### src/rtl/core/qrs_pkg.sv
// Shared types and constants of the quadratic root solver.
// No dependencies; every other file of the block imports this package.
package qrs_pkg;

  // Field and datapath widths.
  localparam int COEF_W = 16;
  localparam int D_W = 35;
  localparam int DM_W = 33;
  localparam int ROOT_W = 32;
  localparam int MAG_W = 34;
  localparam int RAD_W = 64;
  localparam int SQRT_EXTRA = 15;
  localparam int QUOT_W = 33;
  localparam int DEN_W = 32;

  // Queue between the front and the back.
  localparam int FIFO_DEPTH = 4;
  localparam int FIFO_AW = 2;

  // Default output scale.
  localparam int OUT_FRAC_BITS_DEF = 16;

  // Status codes.
  localparam logic [1:0] STATUS_OK = 2'd0;
  localparam logic [1:0] STATUS_SAT = 2'd1;
  localparam logic [1:0] STATUS_AZERO = 2'd2;

  // One classified equation as it waits in the queue.
  typedef struct packed {
    logic [COEF_W-1:0] a;
    logic [COEF_W-1:0] b;
    logic [D_W-1:0] d;
  } qrs_entry_t;

  // Data that travels beside the square root.
  typedef struct packed {
    logic [COEF_W-1:0] a;
    logic [COEF_W-1:0] b;
    logic d_neg;
    logic d_zero;
    logic a_zero;
  } qrs_side_t;

  // Data that travels beside the first divider lane.
  typedef struct packed {
    logic cplx;
    logic eq;
    logic a_zero;
    logic neg0;
  } qrs_tag_t;

  // One finished result.
  typedef struct packed {
    logic [ROOT_W-1:0] r1re;
    logic [ROOT_W-1:0] r1im;
    logic [ROOT_W-1:0] r2re;
    logic [ROOT_W-1:0] r2im;
    logic cplx;
    logic eq;
    logic [1:0] status;
  } qrs_result_t;

endpackage

### src/rtl/core/qrs_front.sv
// Front part: accepts coefficients, forms the discriminant and queues the equation.
// Depends on qrs_pkg.
module qrs_front (
  input  logic                 clk,
  input  logic                 rst,
  input  logic                 s_axis_tvalid,
  output logic                 s_axis_tready,
  input  logic [47:0]          s_axis_tdata,  // coef_a, coef_b, coef_c from bit 0 up
  input  logic [qrs_pkg::FIFO_AW:0] fifo_level,
  output logic                 push,
  output qrs_pkg::qrs_entry_t  entry
);
  import qrs_pkg::*;

  logic f1_valid;
  logic signed [COEF_W-1:0] f1_a;
  logic signed [COEF_W-1:0] f1_b;
  logic signed [31:0] f1_bb;
  logic signed [31:0] f1_ac;
  logic signed [COEF_W-1:0] in_a;
  logic signed [COEF_W-1:0] in_b;
  logic signed [COEF_W-1:0] in_c;
  logic signed [D_W-1:0] disc;
  logic [FIFO_AW+1:0] occupancy;
  logic accept;

  assign in_a = $signed(s_axis_tdata[15:0]);
  assign in_b = $signed(s_axis_tdata[31:16]);
  assign in_c = $signed(s_axis_tdata[47:32]);

  // Accept only while the queue plus the item in flight leave a free slot.
  assign occupancy = (FIFO_AW+2)'(fifo_level) + (FIFO_AW+2)'(f1_valid);
  assign s_axis_tready = (occupancy < (FIFO_AW+2)'(FIFO_DEPTH));
  assign accept = s_axis_tvalid && s_axis_tready;

  // Products of the discriminant.
  always_ff @(posedge clk) begin
    if (rst) begin
      f1_valid <= 1'b0;
    end else begin
      f1_valid <= accept;
    end
  end

  always_ff @(posedge clk) begin
    if (accept) begin
      f1_a <= in_a;
      f1_b <= in_b;
      f1_bb <= in_b * in_b;
      f1_ac <= in_a * in_c;
    end
  end

  // Discriminant b*b - 4ac, exact.
  assign disc = D_W'(f1_bb) - (D_W'(f1_ac) <<< 2);

  assign push = f1_valid;
  assign entry.a = f1_a;
  assign entry.b = f1_b;
  assign entry.d = disc;

endmodule

### config.mk
export PLATFORM = sky130hd
export DESIGN_NAME = qrs_front
export DESIGN_NICKNAME = d
export VERILOG_FILES = /design/src/rtl/core/qrs_pkg.sv /design/src/rtl/core/qrs_front.sv
export SDC_FILE = /design/constraint.sdc
export NUM_CORES = 1
export LEC_CHECK = 0
export BUFFER_PORTS_ARGS = -buffer_cell sky130_fd_sc_hd__buf_2
export CAP_MARGIN = 20
export CORE_ASPECT_RATIO = 0.5
export CORE_MARGIN = 2
export CORE_UTILIZATION = 70
export DETAILED_ROUTE_END_ITERATION = 10
export GPL_ROUTABILITY_DRIVEN = 0
export HOLD_SLACK_MARGIN = 0.06
export PLACE_DENSITY = 0.95
export REMOVE_ABC_BUFFERS = 1
export SETUP_SLACK_MARGIN = 0.2
export SLEW_MARGIN = 15
export SYNTH_ARGS = -nofsm -noshare
export SYNTH_HDL_FRONTEND = slang
export SYNTH_SLANG_ARGS = --single-unit
### constraint.sdc
create_clock -name clk -period 10.5 [get_ports clk]
set_input_delay 1.575 -clock clk [delete_from_list [all_inputs] [get_ports clk]]
set_output_delay 1.575 -clock clk [all_outputs]
set_load 0.005 [all_outputs]
==> summary.md, run 1 <==
| Metric | Value |
|---|---|
| Outcome | `finished, final reports clean` |
| Post-synthesis sequential area ratio | `12.1%` |
| Number of flops mapped to enable cells by yosys | `94` |
| Headroom to the max-slew limit | `28.2%` |
| Largest area contributor in the netlist | `fa_1` |
| Input/output buffers | `121` |
| Initial DRC count | `slightly below 2000` |
| Diode count | `0` |
| WP data required | `10.62 ns` |
| Vert. Die Dim | `~130 µm` |
| Setup CP Type | `input port to flip-flop` |
| Setup TNS | `0 ns` |
| Count of final hold-check violations | `0` |
| CP max-delay cell | `fa_1` |
| CTS Root Cell | `clkbuf_16` |
| Post-CTS Hold Fix Bufs | `0` |
| Die area | `~35000 µm²` |
| Startpoint class of the critical path | `input port` |
| Synthesized area | `23400 µm²` |
| Final Slew Violations | `0` |
| I/O Pins | `123` |
| Postcts setup bufs | `0` |
| Post-Syn Instances | `2452` |
| Tcrit/Tclk final | `76.1%` |
| Setup WS post-layout | `2.51 ns` |
| CTS tree | `done` |
| Syn. warnings | `0` |
| Core area | `around 33000 µm²` |
| CTS HTree Levels | `3` |
| Worst slack, placed | `2.39 ns` |
| Num Clock Sinks | `95` |
| Gr ovfl total | `0` |
| Die Wd | `263 µm` |
| Slew @ Worst Pin | `around 1.1 ns` |
| Max-cap violations | `0` |
| Number of buffers created by CTS | `9` |
| Share of the synthesized area in the top cell type | `between 40% and 50%` |
| Vias in the first global route | `19400` |
| Antenna-violating nets left | `0` |
| Final #Nets | `around 3300` |
| Routed wire length | `59.9 mm` |
| Crit. End Element | `flip-flop` |
| Fraction of registers with async set/reset | `0%` |
| Synth cell types | `63` |
| Bufs on Longest Clock Path | `2` |
| HP Class | `flip-flop to flip-flop` |
| Yosys reg bits | `95` |
| GRT Util Overall | `35.9%` |
| Fmax | `125 MHz` |
| Worst path max stage delay | `0.53 ns` |
| Initial Utilization | `71.0%` |
| # rows | `47` |
| Number of vias per cell | `6.00` |
| Synth Flop Type | `edfxtp_1` |
| RSZ-0062 raised after global routing | `no` |
| Avg Cell Area, Syn | `9.56 µm²` |
| Final setup viols | `0` |
| Largest net degree at the start of global routing | `85` |
| Synth-to-layout area growth | `5.22%` |
| # DRC | `0` |
| CP max FO | `19` |
| Minimum clock period | `~8.0 ns` |
| First-pass detailed-route iteration total | `6` |
| Layout cell share with drive strength beyond 1 | `a little over 6%` |
| First-pass GRT wire length | `around 100 mm` |
| Synth area leaders | `fa_1 43%, edfxtp_1 12%, ha_1 11%, inv_1 11%, and2_1 4.8%` |
| Cts repair resizes | `0` |
| Clk_skew | `roughly 0.0086 ns` |
| Worst-Skew Late Latency | `0.38 ns` |
| Initial antenna violation count | `0` |
| Vias | `approximately 18000` |
| CP arrival | `between 8 and 9 ns` |
| Clock transition at the registers of the reported paths | `0.09 ns` |
| Critical-path cell list | `buf_2, and2_1, inv_1, fa_1, inv_1, fa_1, inv_1, fa_1, inv_1, fa_1, fa_1, inv_1, fa_1, inv_1, ha_1, a21oi_1, o21ai_0, a22o_1, o31a_1, o21ai_0, a31oi_1, a41oi_1, nor3_1, a311o_1` |
| Drt wl/cell | `between 20 and 25 µm` |
| Post-DP HPWL | `47.6 mm` |
[stage by stage]
step	instances	utilization, %	instance area (µm²)	hold slack [ns]
floorplan	2386	-	23200	1.65
global route	2965	74.7	24700	0.887
global placement	2949	73.8	24300	0.802
detailed placement	2949	73.8	24300	0.841
finish	2965	74.7	24700	0.859
CTS	2965	74.7	24700	0.856
[state kept, by name, summed over array words and instances (netlist names)]
register / cells
push: 1
f1_a: 16
f1_ac: 32
f1_b: 16
f1_bb: 30
[metal layers]
metal,track usage [%],routed length [µm],vias to the layer above
li1,-,-,7546
met5,0,0,-
met4,18.4,3180,0
met3,7.86,6190,320
met2,60.8,29100,1230
met1,44.1,21400,8686
[layout by cell type (no fill, tap or decap), types with 10 or more instances in the layout]
cell,count
nand2_1,222
o21a_1,17
inv_1,659
nand3_1,11
nor2_1,89
xnor2_1,67
fa_1,498
edfxtp_1,94
and2_1,179
buf_2,121
a21o_1,37
o21ai_0,51
a211oi_1,10
a21oi_1,67
ha_1,198
xor2_1,22
nand2b_1,17
nor3_1,16
nor2b_1,12
[worst paths after layout]
path | start | endpoint | slack [ns] | cells past startpoint
max | s_axis_tdata[25] | f1_bb[29] | 2.51 | 24
min | push | f1_b[9] | 0.86 | 2
max reg2reg | push | f1_ac[2] | 8.35 | 3
min reg2reg | push | f1_b[9] | 0.86 | 2
[area by class of cell]
cell class / count / area [µm²]
Multi-Input combinational cell: 1632 / 17900
Clock inverter: 7 / 88.8
Fill cell: 1943 / 8340
Timing Repair Buffer: 122 / 613
Inverter: 659 / 2470
Tap cell: 441 / 552
Sequential cell: 95 / 2840
Clock buffer: 9 / 225
[kinds of logic after synthesis]
kind of cell / count (synthesis) / synth area share (%)
compound gates: 252 / 7.18
xor+xnor: 89 / 3.33
fa+ha+maj: 696 / 53.1
buf+inv: 725 / 11.7
flops: 95 / 12.1
mux: 3 / 0.133
other cells: 1 / 0.0160
simple gates: 591 / 12.4
[synth_stat cells, types with 37 or more instances]
cell type	n
a21o_1	37
a21oi_1	67
clkbuf_1	61
xnor2_1	67
inv_1	659
ha_1	198
nand2_1	222
fa_1	498
o21ai_0	51
edfxtp_1	94
and2_1	180
nor2_1	89
[critical path: cells and delay by family]
family                   cells  cell delay, ns
buffers and inverters        7            0.73
AND/OR/NAND/NOR              2            0.35
adder cells (fa/ha/maj)      7            3.41
AO/OA/AOI/OAI                8            2.03
Power of run 1 is left out: the tool's default activity adds up to more than one toggle a clock period on the data nets, which glitch-free logic cannot reach.
==> run 2: changes to the inputs <==
--- a/config.mk
+++ b/config.mk
@@ -5,15 +5,16 @@
 export SDC_FILE = /design/constraint.sdc
 export NUM_CORES = 1
 export LEC_CHECK = 0
+export ABC_AREA = 1
 export BUFFER_PORTS_ARGS = -buffer_cell sky130_fd_sc_hd__buf_2
 export CAP_MARGIN = 20
 export CORE_ASPECT_RATIO = 0.5
 export CORE_MARGIN = 2
-export CORE_UTILIZATION = 70
+export CORE_UTILIZATION = 59
 export DETAILED_ROUTE_END_ITERATION = 10
 export GPL_ROUTABILITY_DRIVEN = 0
 export HOLD_SLACK_MARGIN = 0.06
-export PLACE_DENSITY = 0.95
+export PLACE_DENSITY = 0.88
 export REMOVE_ABC_BUFFERS = 1
 export SETUP_SLACK_MARGIN = 0.2
 export SLEW_MARGIN = 15
==> constraint.sdc (replaced) <==
create_clock -name clk -period 6.7 [get_ports clk]
set_input_delay 1.005 -clock clk [delete_from_list [all_inputs] [get_ports clk]]
set_output_delay 1.005 -clock clk [all_outputs]
set_load 0.005 [all_outputs]
==> run 2 against run 1 <==
  * Synthesized cell count increased by 39%
  * Cell count is 38% higher
  * Clock skew down 0.00083 ns
  * Critical path type unchanged
  * Critical path depth fell by 5
==> summary.md, run 2 <==
| Metric | Value |
|---|---|
| Outcome | `finished, final reports clean` |
| Minimum clock period | `6.23 ns` |
| Syn. warnings | `0` |
| Largest area contributor in the netlist | `fa_1` |
| Clock transition at the registers of the reported paths | `0.07 ns` |
| WP data required | `6.83 ns` |
| Die area | `between 40000 and 50000 µm²` |
| Most flops, register | `f1_ac` |
| GRT Util Overall | `about 30%` |
| Layout cell share with drive strength beyond 1 | `roughly 6.4%` |
| Leading cell types in the layout, fill and taps excluded | `1070 x inv_1, 939 x nand2_1, 496 x fa_1` |
| Drt wl/cell | `16.1 µm` |
| First-pass GRT wire length | `110 mm` |
| Num Clock Sinks | `95` |
| Count leader, synth | `inv_1` |
| Synth Flop Type | `edfxtp_1` |
| Tcrit/Tclk final | `93.0%` |
| Post-Syn Instances | `3414` |
| RSZ-0062 raised after global routing | `no` |
| Worst slack, placed | `approximately 0.059 ns` |
| Diode count | `0` |
| # rows | `54` |
| Fill count | `3387` |
| CTS tree | `done` |
| # DRC | `0` |
| Fmax | `160 MHz` |
| HP Class | `flip-flop to flip-flop` |
| Yosys reg bits | `95` |
| Final setup viols | `0` |
| I/O Pins | `123` |
| Final design utilization | `63.4%` |
| Worst-Skew Late Latency | `0.39 ns` |
| Final #Nets | `approximately 4200` |
| Startpoint class of the critical path | `input port` |
| Die Wd | `301 µm` |
| Slew @ Worst Pin | `0.747 ns` |
| First-pass detailed-route iteration total | `7` |
| Post-DP HPWL | `55.5 mm` |
| Bufs on Longest Clock Path | `2` |
| Postcts setup bufs | `0` |
| Post-CTS Hold Fix Bufs | `0` |
| Vert. Die Dim | `approximately 150 µm` |
| Avg Cell Area, Syn | `7.63 µm²` |
| Number of flops mapped to enable cells by yosys | `between 90 and 100` |
| CTS HTree Levels | `3` |
| Routed wire length | `65.7 mm` |
| Headroom to the max-slew limit | `50.2%` |
| Crit. End Element | `flip-flop` |
| Max reg flops | `32` |
| Initial DRC count | `1891` |
| Number of buffers created by CTS | `9` |
| Synth cell types | `35` |
| CTS Root Cell | `clkbuf_16` |
| Number of vias per cell | `5.28` |
| Fraction of registers with async set/reset | `0%` |
| Share of the synthesized area in the top cell type | `38.3%` |
| Synthesized area | `roughly 26000 µm²` |
| Largest net degree at the start of global routing | `48` |
| Largest registers | `f1_ac: 32 flops, f1_bb: 30 flops` |
| Vias in the first global route | `22600` |
| Setup WS post-layout | `roughly 0.47 ns` |
| Count of final hold-check violations | `0` |
| Cts repair resizes | `0` |
| Commonest cells in the netlist | `1070 x inv_1, 939 x nand2_1, 498 x fa_1` |
| Setup CP Type | `input port to flip-flop` |
| Initial Utilization | `59.8%` |
| CP max FO | `17` |
| Final Slew Violations | `0` |
| Post-synthesis sequential area ratio | `between 10% and 20%` |
| Commonest non-fill, non-tap cell in the layout | `inv_1` |
| Gr ovfl total | `0` |
| Antenna-violating nets left | `0` |
| Input/output buffers | `121` |
| Synth-to-layout area growth | `5.97%` |
| CP arrival | `roughly 6.4 ns` |
| Setup TNS | `0 ns` |
| Vias | `21500` |
| Max-cap violations | `0` |
| Initial antenna violation count | `0` |
| Synth area leaders | `fa_1 38%, inv_1 15%, nand2_1 14%, edfxtp_1 11%, ha_1 9.5%` |
| Core area | `43600 µm²` |
| Clk_skew | `0.00774 ns` |
==> run 2: changes by cell type in the layout (fill, tap and decap cells not counted), sizes merged, moves of 24 or more <==
| cell | delta |
|---|---|
| nand4 | +24 |
| xnor2 | -63 |
| nand2 | +740 |
| a21o | -29 |
| xor2 | +31 |
| nor2 | +44 |
| inv | +417 |
| nand3 | +100 |
| buf | +33 |
| o21ai | -38 |
| and2 | -179 |
==> run 2: kinds of logic after synthesis <==
kind of cell	synth area share, %
muxes	0.0432
adders and majority gates	47.8
other	0.0144
DFF	10.9
xor gates and xnor gates	1.92
and+or+nand+nor	20.0
buffers and inverters	16.9
AOI/OAI and AO/OA	2.42
==> run 2: layer usage <==
layer / share of wire, % / track usage (%) / vias to the layer above
li1: - / - / 9909
met1: 38 / 37.6 / 10300
met2: 49 / 51.3 / 1108
met3: 8.7 / 5.16 / 200
met4: 4.4 / 12.5 / 0
met5: 0 / 0 / -
==> run 2: critical path, cell delays in order <==
cell     delay (ns)
buf_2          0.21
nand2_1        0.16
inv_1          0.10
fa_1           0.77
fa_1           0.53
fa_1           0.51
fa_1           0.54
fa_1           0.50
inv_1          0.05
fa_1           0.49
inv_1          0.05
ha_1           0.40
nand2_1        0.13
nor2_1         0.15
inv_1          0.10
nor3_1         0.29
nand3_1        0.18
nand4_1        0.12
nand2_1        0.08
==> run 2: layout make-up <==
type / count / area (µm²) / share of cell area, %
Clock buffer: 11 / 243 / 0.879
Inverter: 1077 / 4040 / 14.6
Sequential cell: 95 / 2840 / 10.3
Tap cell: 588 / 736 / 2.66
Multi-Input combinational cell: 2146 / 18800 / 68.1
Timing Repair Buffer: 156 / 871 / 3.15
Clock inverter: 5 / 65.1 / 0.236
==> run 2: through the flow <==
step | cells | cell area (µm²) | hold WS [ns]
final | 4078 | 27600 | 0.686
after global routing | 4078 | 27600 | 0.732
after CTS | 4078 | 27600 | 0.690
after detailed placement | 4062 | 27300 | 0.674
after global placement | 4062 | 27300 | 0.647
after floorplan | 3318 | 25700 | 0.626
==> run 2: path summary, 6_finish.rpt <==
check              startpoint        end  slack [ns]  cells past startpoint
min                      push       push        0.69                      4
min reg2reg              push       push        0.69                      4
max          s_axis_tdata[15]  f1_ac[26]        0.47                     19
max reg2reg              push   f1_b[14]        4.86                      5
Power of run 2 is left out for the same reason.
