## src/rtl/core/qrs_pkg.sv

```systemverilog
// Shared types and constants of the quadratic root solver.
// No dependencies; every other file of the block imports this package.
package qrs_pkg;

  // Field and datapath widths.
  localparam int COEF_W = 16;
  localparam int D_W = 35;
  localparam int DM_W = 33;
  localparam int ROOT_W = 32;
  localparam int MAG_W = 34;
  localparam int RAD_W = 64;
  localparam int SQRT_EXTRA = 15;
  localparam int QUOT_W = 33;
  localparam int DEN_W = 32;

  // Queue between the front and the back.
  localparam int FIFO_DEPTH = 4;
  localparam int FIFO_AW = 2;

  // Default output scale.
  localparam int OUT_FRAC_BITS_DEF = 16;

  // Status codes.
  localparam logic [1:0] STATUS_OK = 2'd0;
  localparam logic [1:0] STATUS_SAT = 2'd1;
  localparam logic [1:0] STATUS_AZERO = 2'd2;

  // One classified equation as it waits in the queue.
  typedef struct packed {
    logic [COEF_W-1:0] a;
    logic [COEF_W-1:0] b;
    logic [D_W-1:0] d;
  } qrs_entry_t;

  // Data that travels beside the square root.
  typedef struct packed {
    logic [COEF_W-1:0] a;
    logic [COEF_W-1:0] b;
    logic d_neg;
    logic d_zero;
    logic a_zero;
  } qrs_side_t;

  // Data that travels beside the first divider lane.
  typedef struct packed {
    logic cplx;
    logic eq;
    logic a_zero;
    logic neg0;
  } qrs_tag_t;

  // One finished result.
  typedef struct packed {
    logic [ROOT_W-1:0] r1re;
    logic [ROOT_W-1:0] r1im;
    logic [ROOT_W-1:0] r2re;
    logic [ROOT_W-1:0] r2im;
    logic cplx;
    logic eq;
    logic [1:0] status;
  } qrs_result_t;

endpackage

```

## src/rtl/core/qrs_fifo.sv

```systemverilog
// Short queue of classified equations between the front and the back.
// Depends on qrs_pkg.
module qrs_fifo (
  input  logic                 clk,
  input  logic                 rst,
  input  logic                 push,
  input  qrs_pkg::qrs_entry_t  wr_data,
  input  logic                 pop,
  output qrs_pkg::qrs_entry_t  rd_data,
  output logic                 empty,
  output logic [qrs_pkg::FIFO_AW:0] level
);
  import qrs_pkg::*;

  qrs_entry_t mem [0:FIFO_DEPTH-1];
  logic [FIFO_AW-1:0] wr_ptr;
  logic [FIFO_AW-1:0] rd_ptr;

  // Storage write.
  always_ff @(posedge clk) begin
    if (push) begin
      mem[wr_ptr] <= wr_data;
    end
  end

  // Pointers and fill level.
  always_ff @(posedge clk) begin
    if (rst) begin
      wr_ptr <= '0;
      rd_ptr <= '0;
      level <= '0;
    end else begin
      if (push) begin
        wr_ptr <= wr_ptr + 1'b1;
      end
      if (pop) begin
        rd_ptr <= rd_ptr + 1'b1;
      end
      case ({push, pop})
        2'b10: level <= level + 1'b1;
        2'b01: level <= level - 1'b1;
        default: level <= level;
      endcase
    end
  end

  assign rd_data = mem[rd_ptr];
  assign empty = (level == '0);

  // The front reserves room before it accepts, so a write never meets a full queue.
  a_no_overflow: assert property (@(posedge clk) disable iff (rst)
    push |-> (level < (FIFO_AW+1)'(FIFO_DEPTH)) || pop)
    else $error("queue written while full");

endmodule

```

## config.mk

```make
export PLATFORM = sky130hd
export DESIGN_NAME = qrs_fifo
export DESIGN_NICKNAME = d
export VERILOG_FILES = /design/src/rtl/core/qrs_pkg.sv /design/src/rtl/core/qrs_fifo.sv
export SDC_FILE = /design/constraint.sdc
export NUM_CORES = 1
export LEC_CHECK = 0
export BUFFER_PORTS_ARGS = -buffer_cell sky130_fd_sc_hd__buf_2
export CORE_MARGIN = 2
export CORE_UTILIZATION = 53
export CTS_BUF_LIST = sky130_fd_sc_hd__clkbuf_4 sky130_fd_sc_hd__clkbuf_8
export DETAILED_ROUTE_END_ITERATION = 8
export GPL_ROUTABILITY_DRIVEN = 0
export PLACE_DENSITY_LB_ADDON = 0.12
export SKIP_LAST_GASP = 1
export SLEW_MARGIN = 15
export SYNTH_ARGS = -nofsm -noshare
export SYNTH_HDL_FRONTEND = slang
export SYNTH_SLANG_ARGS = --single-unit
```

## constraint.sdc

```tcl
create_clock -name clk -period 2.78 [get_ports clk]
set_clock_uncertainty 0.15 [all_clocks]
set_input_delay 0.278 -clock clk [delete_from_list [all_inputs] [get_ports clk]]
set_output_delay 0.278 -clock clk [all_outputs]
set_load 0.01 [all_outputs]
```

==> impl_metrics.prom, run 1 <==
# TYPE chip_impl_metric gauge
chip_impl_info{name="clock_tree_from_tritoncts",value="done"} 1
chip_impl_metric{name="maxCapViolCount",unit=""} 0
chip_impl_metric{name="power.density",unit="nW/µm²"} 714.3
chip_impl_metric{name="grt.total_usage",unit="%"} 18.70
chip_impl_metric{name="synth-seq-area-share",unit="%"} 81.23
chip_impl_metric{name="final_layout_size_suffix_gt1_share",unit="%"} 43.82
chip_impl_metric{name="drc_errors",unit=""} 0
chip_impl_metric{name="layout_setup_ws",unit="ps"} 273.7
chip_impl_metric{name="grt_use_met2",unit="%"} 32.14
chip_impl_metric{name="dp_wirelength",unit="mm"} 10.67
chip_impl_info{name="critPathCaptureType",value="output port"} 1
chip_impl_metric{name="tns",unit="ps"} 0
chip_impl_metric{name="dp_slack",unit="ps"} 781.4
chip_impl_metric{name="nNetsFinal",unit=""} 728
chip_impl_metric{name="antenna_cells_inserted",unit=""} 0
chip_impl_metric{name="floorplan.io_pins",unit=""} 142
chip_impl_metric{name="detail_route.first_pass.iterations",unit=""} 4
chip_impl_metric{name="synth_enable_flop_cells",unit=""} 268
chip_impl_metric{name="grt_antenna_before_repair",unit=""} 0
chip_impl_metric{name="timing_hold_violations_final",unit=""} 0
chip_impl_metric{name="syn_area",unit="µm²"} 10130
chip_impl_metric{name="report.final.slew_viol_count",unit=""} 0
chip_impl_metric{name="final_period_util",unit="%"} 90.15
chip_impl_metric{name="detail_route.iter0.violations",unit=""} 244
chip_impl_metric{name="reg_clk_slew_reported_paths",unit="ps"} 60
chip_impl_metric{name="netlist.area_leader.share",unit="%"} 79.45
chip_impl_metric{name="setup_viol",unit=""} 0
chip_impl_metric{name="initial_core_util",unit="%"} 54.15
chip_impl_metric{name="finalCriticalPeriod",unit="ps"} 2506
chip_impl_metric{name="syn_inst",unit=""} 396
chip_impl_info{name="busiest_layer",value="met2"} 1
chip_impl_metric{name="vias_in_the_first_global_route",unit=""} 5511
chip_impl_metric{name="area_growth_syn_to_layout",unit="%"} 26.16
chip_impl_info{name="crit_path_top_delay_cell",value="sky130_fd_sc_hd__mux4_2"} 1
chip_impl_metric{name="io_buffers",unit=""} 141
chip_impl_metric{name="detail_route.vias_per_cell",unit=""} 5.411
chip_impl_metric{name="grt_max_degree",unit=""} 36
chip_impl_metric{name="drtAntennaViolNets",unit=""} 0
chip_impl_metric{name="grt_pass1_wl",unit="mm"} 28.55
chip_impl_metric{name="cts_post_setup_buffers_inserted",unit=""} 0
chip_impl_metric{name="crit_fanout",unit=""} 31
chip_impl_metric{name="timing.critical_path.slowest_cell_delay",unit="ps"} 560
chip_impl_metric{name="cts.sinks",unit=""} 277
chip_impl_metric{name="totalWireLength",unit="mm"} 18.38
chip_impl_metric{name="timing.max_slew.rel_slack",unit="%"} 60.80
chip_impl_metric{name="overflow",unit=""} 0
chip_impl_info{name="grt_setup_unrepaired",value="false"} 1
chip_impl_metric{name="synth_cell_types",unit=""} 22
chip_impl_metric{name="placement_rows",unit=""} 50
chip_impl_metric{name="routed_wire_length_per_instance",unit="µm"} 20.11
chip_impl_info{name="clk_root_buffer_cell",value="sky130_fd_sc_hd__clkbuf_8"} 1
chip_impl_info{name="critical_path.top_delay_family",value="multiplexers"} 1
chip_impl_info{name="start_kind",value="register"} 1
chip_impl_metric{name="synth-seq-cells",unit=""} 277
chip_impl_metric{name="clock_latency",unit="ps"} 530
chip_impl_metric{name="dieHeight",unit="µm"} 142.3
chip_impl_metric{name="post-layout-total-power",unit="mW"} 9.128
chip_impl_info{name="ys.flop_type",value="sky130_fd_sc_hd__edfxtp_1"} 1
chip_impl_metric{name="hold-worst-slack",unit="ps"} 348.4
chip_impl_metric{name="worst_margin_pin_slew",unit="ps"} 588.0
chip_impl_metric{name="syn-num-nets",unit=""} 473
chip_impl_metric{name="clk_path_buf_depth",unit=""} 3
chip_impl_metric{name="p_leak",unit="nW"} 4.431
chip_impl_metric{name="yosysWarningCount",unit=""} 0
chip_impl_metric{name="total_non_filler_cell_area_in_the_finished_layout",unit="µm²"} 12780
chip_impl_info{name="synth_largest_area_cell",value="sky130_fd_sc_hd__edfxtp_1"} 1
chip_impl_metric{name="worst_ir_drop_vdd",unit="mV"} 0.4830
chip_impl_metric{name="grt_util_met3",unit="%"} 5.047
chip_impl_metric{name="postSynth.asyncResetShare",unit="%"} 0
chip_impl_info{name="critical_path.cell_chain",value="buf_12 > mux4_2 > buf_2"} 1
chip_impl_info{name="holdCritStartpoint",value="wr_data[17]"} 1
chip_impl_info{name="criticalPathCategory",value="register to output port"} 1
chip_impl_info{name="synth_commonest_cells",value="sky130_fd_sc_hd__edfxtp_1, sky130_fd_sc_hd__mux4_2, sky130_fd_sc_hd__dfxtp_1, sky130_fd_sc_hd__nor2_1, sky130_fd_sc_hd__inv_1"} 1
chip_impl_metric{name="detailroute.via_count",unit=""} 4946
chip_impl_info{name="r2r_start",value="wr_ptr[0]"} 1
chip_impl_metric{name="cts_hold_buf",unit=""} 71
chip_impl_metric{name="use_met1",unit="%"} 23.55
chip_impl_info{name="outcome",value="finished, final reports clean"} 1
chip_impl_metric{name="avgSynthCellArea",unit="µm²"} 25.58
chip_impl_metric{name="max_freq",unit="MHz"} 399.0
chip_impl_metric{name="worst_ep_arrival_time",unit="ps"} 2080
chip_impl_metric{name="cts.repair.resized",unit=""} 0
chip_impl_metric{name="floorplan.die.width",unit="µm"} 142.3
chip_impl_metric{name="dpl-instance-area",unit="µm²"} 11220
chip_impl_metric{name="cts_buffers",unit=""} 44
chip_impl_metric{name="h-tree-depth",unit=""} 2
chip_impl_metric{name="fill_cells",unit=""} 1200
chip_impl_info{name="hold_class",value="input pin to register"} 1
chip_impl_info{name="post-synth-top-count-cell",value="sky130_fd_sc_hd__edfxtp_1"} 1
chip_impl_metric{name="floorplan.die_area",unit="µm²"} 20240
chip_impl_metric{name="timing.critical_path.buf_inv",unit=""} 2
chip_impl_metric{name="core-area",unit="µm²"} 18710
chip_impl_info{name="synthTopCellsByArea",value="sky130_fd_sc_hd__edfxtp_1, sky130_fd_sc_hd__mux4_2, sky130_fd_sc_hd__dfxtp_1, sky130_fd_sc_hd__buf_12, sky130_fd_sc_hd__ha_1"} 1
chip_impl_metric{name="worst-endpoint-required",unit="ps"} 2350
## state kept, by name, indices dropped and copies added (netlist names), named ones only
signal / cells
mem: 268
rd_ptr: 2
wr_ptr: 2
level: 3
## path summary, 6_finish.rpt
path                               endpoint  slack, ps  cells past startpoint
worst max-delay path            rd_data[49]        270                      3
worst min-delay path             mem[0][17]        350                      2
worst max register to register   mem[0][60]        910                      4
worst min register to register     level[2]        380                      2
## metal layers
| metal | routed length, µm | vias up |
|---|---|---|
| met3 | 1118 | 36 |
| li1 | - | 2197 |
| met4 | 325 | 0 |
| met5 | 0 | - |
| met2 | 9471 | 148 |
| met1 | 7463 | 2565 |
## per-stage QoR
step	std cells	utilization, %
3_3_place_gp	768	59.98
6_report	914	68.32
4_1_cts	914	68.32
3_5_place_dp	768	59.98
5_1_grt	914	68.32
2_1_floorplan	396	-
## area by class of cell
type                            instances  area (µm²)  area share [%]
Tap cell                              234       292.8           2.291
Timing Repair Buffer                  225        1639           12.83
Clock buffer                           67       784.5           6.139
Sequential cell                       277        8235           64.44
Clock inverter                          8       65.06          0.5091
Multi-Input combinational cell         97        1740           13.62
Inverter                                6       22.52          0.1762
## cells in the final DEF, fill, tap and decap left out
cell                              n
sky130_fd_sc_hd__mux2i_1          1
sky130_fd_sc_hd__bufinv_16        1
sky130_fd_sc_hd__clkinvlp_4       2
sky130_fd_sc_hd__nor2_1           8
sky130_fd_sc_hd__edfxtp_1       268
sky130_fd_sc_hd__dfxtp_1          7
sky130_fd_sc_hd__buf_12          10
sky130_fd_sc_hd__clkinv_1         4
sky130_fd_sc_hd__clkbuf_8        45
sky130_fd_sc_hd__xnor2_1          2
sky130_fd_sc_hd__buf_2          141
sky130_fd_sc_hd__mux4_2          67
sky130_fd_sc_hd__clkinv_2         1
sky130_fd_sc_hd__fa_1             1
sky130_fd_sc_hd__ha_1             5
sky130_fd_sc_hd__clkbuf_4        22
sky130_fd_sc_hd__dfxtp_4          2
sky130_fd_sc_hd__o21ai_0          1
sky130_fd_sc_hd__buf_4            3
sky130_fd_sc_hd__nand2_1          1
sky130_fd_sc_hd__dlygate4sd3_1   71
sky130_fd_sc_hd__a21oi_1          2
sky130_fd_sc_hd__nor3_1           1
sky130_fd_sc_hd__and2_4           4
sky130_fd_sc_hd__or3_1            1
sky130_fd_sc_hd__inv_1            6
sky130_fd_sc_hd__xor2_1           3
## kinds of logic (layout without fill, tap and decap cells)
logic type               Yosys count  after routing  share of synthesized area (%)
flip-flops                       277            277                          81.23
multiplexers                      68             68                          15.00
buffers and inverters             22            306                          1.692
AND/OR/NAND/NOR                   15             15                         0.6916
adder cells (fa/ha/maj)            6              6                         0.8152
XOR/XNOR                           5              5                         0.4324
AO/OA/AOI/OAI                      3              3                         0.1482
## power breakdown
group | internal (mW) | total, mW | leakage (nW) | switching [mW]
clock network | 1.88 | 3.30 | 0.449 | 1.42
logic | 0.489 | 0.969 | 1.44 | 0.481
registers | 4.79 | 4.86 | 2.54 | 0.0652
total | 7.16 | 9.13 | 4.43 | 1.97
No activity file was read; power rests on OpenSTA's default activity.
==> inputs of run 2 (changes only) <==
--- a/config.mk
+++ b/config.mk
@@ -12,6 +12,7 @@
 export DETAILED_ROUTE_END_ITERATION = 8
 export GPL_ROUTABILITY_DRIVEN = 0
 export PLACE_DENSITY_LB_ADDON = 0.12
+export SETUP_SLACK_MARGIN = 0.3
 export SKIP_LAST_GASP = 1
 export SLEW_MARGIN = 15
 export SYNTH_ARGS = -nofsm -noshare
==> impl_metrics.prom, run 2 (synthesis results as in run 1) <==
# TYPE chip_impl_metric gauge
chip_impl_info{name="outcome",value="finished, final reports clean"} 1
chip_impl_info{name="layout.cells.most_common_list",value="sky130_fd_sc_hd__edfxtp_1, sky130_fd_sc_hd__buf_2, sky130_fd_sc_hd__dlygate4sd3_1"} 1
chip_impl_metric{name="core-area",unit="µm²"} 18710
chip_impl_metric{name="placement_rows",unit=""} 50
chip_impl_metric{name="power.density",unit="nW/µm²"} 707.8
chip_impl_info{name="hold_class",value="input pin to register"} 1
chip_impl_metric{name="drtAntennaViolNets",unit=""} 0
chip_impl_metric{name="detail_route.vias_per_cell",unit=""} 5.262
chip_impl_metric{name="dieHeight",unit="µm"} 142.3
chip_impl_metric{name="totalWireLength",unit="mm"} 18.38
chip_impl_metric{name="timing.max_slew.rel_slack",unit="%"} 62.84
chip_impl_metric{name="detail_route.iter0.violations",unit=""} 264
chip_impl_info{name="start_kind",value="register"} 1
chip_impl_metric{name="dp_wirelength",unit="mm"} 10.46
chip_impl_metric{name="worstHoldPathCells",unit=""} 2
chip_impl_metric{name="worst_margin_pin_slew",unit="ps"} 557.3
chip_impl_metric{name="detail_route.first_pass.iterations",unit=""} 4
chip_impl_metric{name="dp_slack",unit="ps"} 706.0
chip_impl_metric{name="largest_register_ffs",unit=""} 268
chip_impl_metric{name="worst_ep_arrival_time",unit="ps"} 1930
chip_impl_info{name="worst_r2r_endpoint",value="mem[3][28]"} 1
chip_impl_metric{name="grt.total_usage",unit="%"} 18.96
chip_impl_metric{name="vias_in_the_first_global_route",unit=""} 5301
chip_impl_metric{name="routed_wire_length_per_instance",unit="µm"} 20.13
chip_impl_metric{name="worst_ir_drop_vdd",unit="mV"} 0.4657
chip_impl_info{name="r2r_start",value="wr_ptr[0]"} 1
chip_impl_metric{name="rr_worst_depth",unit=""} 3
chip_impl_metric{name="netSwitchingFraction",unit="%"} 21.96
chip_impl_info{name="crit_end",value="rd_data[55]"} 1
chip_impl_metric{name="intPower",unit="mW"} 7.007
chip_impl_metric{name="grt_max_degree",unit=""} 46
chip_impl_metric{name="worst-endpoint-required",unit="ps"} 2350
chip_impl_metric{name="floorplan.die_area",unit="µm²"} 20240
chip_impl_info{name="largest_registers",value="mem x268, level x3"} 1
chip_impl_info{name="clock_tree_from_tritoncts",value="done"} 1
chip_impl_metric{name="net_switching_power",unit="mW"} 1.971
chip_impl_metric{name="clock_latency",unit="ps"} 510
chip_impl_metric{name="final_layout_size_suffix_gt1_share",unit="%"} 42.27
chip_impl_metric{name="crit_fanout",unit=""} 12
chip_impl_metric{name="overflow",unit=""} 0
chip_impl_metric{name="initial_core_util",unit="%"} 54.15
chip_impl_metric{name="report.final.slew_viol_count",unit=""} 0
chip_impl_metric{name="drc_errors",unit=""} 0
chip_impl_metric{name="reg2reg_slack",unit="ps"} 900
chip_impl_metric{name="final_period_util",unit="%"} 84.67
chip_impl_metric{name="clock_power_share",unit="%"} 35.2
chip_impl_metric{name="area_growth_syn_to_layout",unit="%"} 25.23
chip_impl_metric{name="power.combinational.fraction",unit="%"} 10.7
chip_impl_metric{name="detailroute.via_count",unit=""} 4804
chip_impl_metric{name="cts.sinks",unit=""} 277
chip_impl_info{name="layout_commonest_cell",value="sky130_fd_sc_hd__edfxtp_1"} 1
chip_impl_metric{name="finalCriticalPeriod",unit="ps"} 2354
chip_impl_metric{name="h-tree-depth",unit=""} 2
chip_impl_metric{name="clk_path_buf_depth",unit=""} 3
chip_impl_metric{name="timing_hold_violations_final",unit=""} 0
chip_impl_info{name="max_flop_register",value="mem"} 1
chip_impl_info{name="criticalPathCategory",value="register to output port"} 1
chip_impl_metric{name="setup_viol",unit=""} 0
chip_impl_metric{name="grt_antenna_before_repair",unit=""} 0
chip_impl_metric{name="nNetsFinal",unit=""} 727
chip_impl_metric{name="floorplan.io_pins",unit=""} 142
chip_impl_info{name="grt_setup_unrepaired",value="false"} 1
chip_impl_metric{name="grt_pass1_wl",unit="mm"} 28.52
chip_impl_metric{name="antenna_cells_inserted",unit=""} 0
chip_impl_metric{name="max_freq",unit="MHz"} 424.9
chip_impl_metric{name="floorplan.die.width",unit="µm"} 142.3
chip_impl_info{name="clk_root_buffer_cell",value="sky130_fd_sc_hd__clkbuf_8"} 1
chip_impl_metric{name="p_seq_share",unit="%"} 54.1
chip_impl_metric{name="maxCapViolCount",unit=""} 0
chip_impl_metric{name="layout_setup_ws",unit="ps"} 426.3
chip_impl_metric{name="p_leak",unit="nW"} 4.391
chip_impl_metric{name="io_buffers",unit=""} 141
chip_impl_metric{name="reg_clk_slew_reported_paths",unit="ps"} 50
chip_impl_metric{name="tns",unit="ps"} 0
chip_impl_info{name="critPathCaptureType",value="output port"} 1
chip_impl_metric{name="utilization",unit="%"} 67.82
chip_impl_metric{name="cts_buffers",unit=""} 44
run 2: changes by cell type in the layout (fill, tap and decap cells not counted):
cell	before	now
sky130_fd_sc_hd__clkbuf_4	22	11
sky130_fd_sc_hd__clkinv_1	4	15
sky130_fd_sc_hd__buf_12	10	7
sky130_fd_sc_hd__buf_4	3	6
sky130_fd_sc_hd__clkinv_2	1	3
sky130_fd_sc_hd__clkinvlp_4	2	0
sky130_fd_sc_hd__dlygate4sd3_1	71	70
run 2: metrics by stage:
step	cell area (µm²)	std cells	hold WS, ps	power, mW
finish	12690	913	353.0	8.979
global route	12690	913	337.5	9.362
CTS	12690	913	316.2	9.100
detailed placement	11170	767	343.9	5.842
global placement	11170	767	332.2	5.814
floorplan	10130	396	226.9	5.468
run 2: layout make-up:
type | instances | area [µm²]
clock inverters | 19 | 101.3
inverters | 6 | 22.52
repair buffers | 224 | 1592
well taps | 234 | 292.8
multi-input cells | 97 | 1740
clock buffers | 56 | 701.9
flip-flops and latches | 277 | 8235
fillers | 1183 | 6020
run 2: per-layer routing:
layer	global-route usage, %	share of wire [%]	up-vias
met4	5.526	1.4	0
li1	-	-	2196
met3	4.812	6.1	19
met5	0	0	-
met1	25.07	42	2456
met2	31.68	50	133
run 2: timing repair:
item / in CTS / in global routing
hold buffers: 70 / 0
resized for setup: 0 / 0
endpoints found under the hold margin: 277 / 0
setup endpoints to repair: 55 / 0
buffers inserted: 1 / 0
run 2: how the worst min path moves through the flow:
stage / from / endpoint / slack [ps]
after floorplan: wr_data[0] / mem[0][0] / 230
after global placement: level[2] / level[2] / 330
after detailed placement: wr_data[50] / mem[3][50] / 340
after CTS: wr_data[18] / mem[2][18] / 320
after global routing: wr_data[18] / mem[3][18] / 340
final: wr_data[18] / mem[3][18] / 350
run 2: critical path, cell delays in order (launching register included):
cell and delay [ps]:
sky130_fd_sc_hd__dfxtp_4 400, sky130_fd_sc_hd__buf_4 290, sky130_fd_sc_hd__mux4_2 560, sky130_fd_sc_hd__buf_2 160
run 2: power by group through the flow:
stage / sequential, mW / clock (mW) / combinational, mW
floorplan: 4.92 / 0 / 0.549
global placement: 4.94 / 0 / 0.872
detailed placement: 4.96 / 0 / 0.885
CTS: 4.86 / 3.26 / 0.982
global route: 4.87 / 3.45 / 1.05
finish: 4.86 / 3.16 / 0.962
==> inputs of run 3 (changes only) <==
==> constraint.sdc (replaced) <==
create_clock -name clk -period 1.9 [get_ports clk]
set_clock_uncertainty 0.15 [all_clocks]
set_input_delay 0.19 -clock clk [delete_from_list [all_inputs] [get_ports clk]]
set_output_delay 0.19 -clock clk [all_outputs]
set_load 0.01 [all_outputs]
==> impl_metrics.prom, run 3 (synthesis results as in run 1) <==
# TYPE chip_impl_metric gauge
chip_impl_info{name="outcome",value="finished, violations left"} 1
chip_impl_info{name="violations_in_the_final_reports",value="setup timing"} 1
chip_impl_info{name="criticalPathCategory",value="register to output port"} 1
chip_impl_metric{name="timing.critical_path.slowest_cell_delay",unit="ps"} 540
chip_impl_metric{name="crit_fanout",unit=""} 8
chip_impl_metric{name="reg_clk_slew_reported_paths",unit="ps"} 60
chip_impl_metric{name="final_layout_size_suffix_gt1_share",unit="%"} 45.77
chip_impl_metric{name="maxCapViolCount",unit=""} 0
chip_impl_info{name="critical_path.cell_chain",value="buf_6 > buf_16 > mux4_2 > buf_2"} 1
chip_impl_metric{name="placement_rows",unit=""} 50
chip_impl_metric{name="fill_cells",unit=""} 1162
chip_impl_metric{name="vias_in_the_first_global_route",unit=""} 5428
chip_impl_metric{name="report.final.slew_viol_count",unit=""} 0
chip_impl_metric{name="tns",unit="ps"} -19670
chip_impl_metric{name="overflow",unit=""} 0
chip_impl_metric{name="floorplan.die_area",unit="µm²"} 20240
chip_impl_info{name="critPathCaptureType",value="output port"} 1
chip_impl_info{name="hold_class",value="input pin to register"} 1
chip_impl_info{name="layout.cells.most_common_list",value="sky130_fd_sc_hd__edfxtp_1, sky130_fd_sc_hd__buf_2, sky130_fd_sc_hd__dlygate4sd3_1"} 1
chip_impl_metric{name="timing.max_slew.rel_slack",unit="%"} 78.68
chip_impl_metric{name="worst_ir_drop_vdd",unit="mV"} 0.6682
chip_impl_metric{name="max_freq",unit="MHz"} 447.7
chip_impl_metric{name="floorplan.die.width",unit="µm"} 142.3
chip_impl_metric{name="power.density",unit="nW/µm²"} 1018
chip_impl_metric{name="timing.critical_path.buf_inv",unit=""} 3
chip_impl_metric{name="final_period_util",unit="%"} 117.6
chip_impl_metric{name="grt_pass1_wl",unit="mm"} 29.46
chip_impl_metric{name="grt_antenna_before_repair",unit=""} 1
chip_impl_metric{name="grt.total_usage",unit="%"} 19.70
chip_impl_info{name="clk_root_buffer_cell",value="sky130_fd_sc_hd__clkbuf_8"} 1
chip_impl_metric{name="post-layout-total-power",unit="mW"} 13.65
chip_impl_metric{name="dpl-instance-area",unit="µm²"} 11280
chip_impl_metric{name="total_non_filler_cell_area_in_the_finished_layout",unit="µm²"} 13410
chip_impl_metric{name="layout_setup_ws",unit="ps"} -333.6
chip_impl_metric{name="initial_core_util",unit="%"} 54.15
chip_impl_metric{name="setup_viol",unit=""} 67
chip_impl_metric{name="h-tree-depth",unit=""} 2
chip_impl_metric{name="core-area",unit="µm²"} 18710
chip_impl_metric{name="clk_path_buf_depth",unit=""} 3
chip_impl_metric{name="grt_max_degree",unit=""} 54
chip_impl_metric{name="area_growth_syn_to_layout",unit="%"} 32.36
chip_impl_info{name="start_kind",value="register"} 1
chip_impl_metric{name="p_leak",unit="nW"} 4.681
chip_impl_metric{name="routed_wire_length_per_instance",unit="µm"} 21.26
chip_impl_info{name="max_flop_register",value="mem"} 1
chip_impl_metric{name="finalCriticalPeriod",unit="ps"} 2234
chip_impl_metric{name="timing_hold_violations_final",unit=""} 0
chip_impl_metric{name="detail_route.iter0.violations",unit=""} 312
chip_impl_info{name="largest_registers",value="mem x268, level x3"} 1
chip_impl_info{name="clock_tree_from_tritoncts",value="done"} 1
chip_impl_metric{name="dp_wirelength",unit="mm"} 11.08
chip_impl_metric{name="worst_margin_pin_slew",unit="ps"} 319.7
chip_impl_metric{name="detailroute.via_count",unit=""} 5069
chip_impl_metric{name="cts.sinks",unit=""} 277
chip_impl_metric{name="io_buffers",unit=""} 141
chip_impl_metric{name="largest_register_ffs",unit=""} 268
chip_impl_metric{name="detail_route.first_pass.iterations",unit=""} 4
chip_impl_metric{name="totalWireLength",unit="mm"} 19.82
chip_impl_info{name="grt_setup_unrepaired",value="true"} 1
chip_impl_metric{name="cts_buffers",unit=""} 43
chip_impl_metric{name="dieHeight",unit="µm"} 142.3
chip_impl_info{name="critical_path.top_delay_family",value="multiplexers"} 1
chip_impl_info{name="crit_path_top_delay_cell",value="sky130_fd_sc_hd__mux4_2"} 1
chip_impl_metric{name="worst_ep_arrival_time",unit="ps"} 1890
chip_impl_metric{name="utilization",unit="%"} 71.68
chip_impl_metric{name="drtAntennaViolNets",unit=""} 0
chip_impl_metric{name="detail_route.vias_per_cell",unit=""} 5.439
chip_impl_metric{name="drc_errors",unit=""} 0
chip_impl_metric{name="floorplan.io_pins",unit=""} 142
chip_impl_metric{name="worst-endpoint-required",unit="ps"} 1560
chip_impl_info{name="layout_commonest_cell",value="sky130_fd_sc_hd__edfxtp_1"} 1
chip_impl_metric{name="nNetsFinal",unit=""} 745
chip_impl_metric{name="clock_latency",unit="ps"} 520
==> run 3: cell count changes in the layout (fill, tap and decap cells not counted), sizes merged <==
cell,previous run,this run
clkinv,18,9
clkinvlp,0,1
diode,0,1
dlygate4sd3,70,73
clkbuf,56,66
buf,154,167
==> run 3: repair_timing <==
action,CTS,global route
gates resized for setup,5,57
pin swaps,1,2
hold endpoints to repair,277,0
gates cloned,3,3
buffers inserted,6,2
hold buffers,73,0
setup endpoints to repair,123,79
==> run 3: final cells by class <==
class                           instances  area (µm²)  share of cell area (%)
Antenna cell                            1       2.502                 0.01866
Clock buffer                           63       742.0                   5.534
Clock inverter                         11       75.07                  0.5599
Inverter                                6       22.52                  0.1680
Multi-Input combinational cell         97        1757                   13.10
Sequential cell                       277        8242                   61.47
Tap cell                              234       292.8                   2.184
Timing Repair Buffer                  243        2275                   16.97
==> run 3: layer usage <==
| layer | vias up | routed length (µm) | track usage (%) | share of wire [%] |
|---|---|---|---|---|
| met5 | - | 0 | 0 | 0 |
| met4 | 0 | 335 | 6.737 | 1.7 |
| met3 | 29 | 909 | 4.845 | 4.6 |
| met2 | 129 | 10610 | 33.82 | 54 |
| met1 | 2680 | 7965 | 24.82 | 40 |
| li1 | 2231 | - | - | - |
==> run 3: final timing paths <==
path / slack, ps / startpoint / cells after the start / end
hold / removal: 60 / push / 2 / mem[3][3]
hold reg to reg: 400 / rd_ptr[1] / 2 / rd_ptr[1]
setup / recovery: -330 / register / 4 / rd_data[18]
setup reg to reg: 280 / level[0] / 5 / level[2]
==> run 3: metrics by stage <==
| stage | setup slack (ps) | instances | hold WS, ps |
|---|---|---|---|
| after global placement | 151.3 | 770 | 248.5 |
| final | -333.6 | 932 | 60.39 |
| after CTS | -377.4 | 926 | 30.90 |
| after floorplan | 300.9 | 396 | 138.9 |
| after global routing | -416.8 | 932 | 34.79 |
| after detailed placement | 76.70 | 770 | 258.2 |
==> run 3: power breakdown <==
part / total, mW / switching (mW) / internal (mW)
Combinational: 1.84 / 0.815 / 1.03
Sequential: 7.09 / 0.0783 / 7.01
Clock: 4.72 / 2.09 / 2.63
Total: 13.7 / 2.99 / 10.7
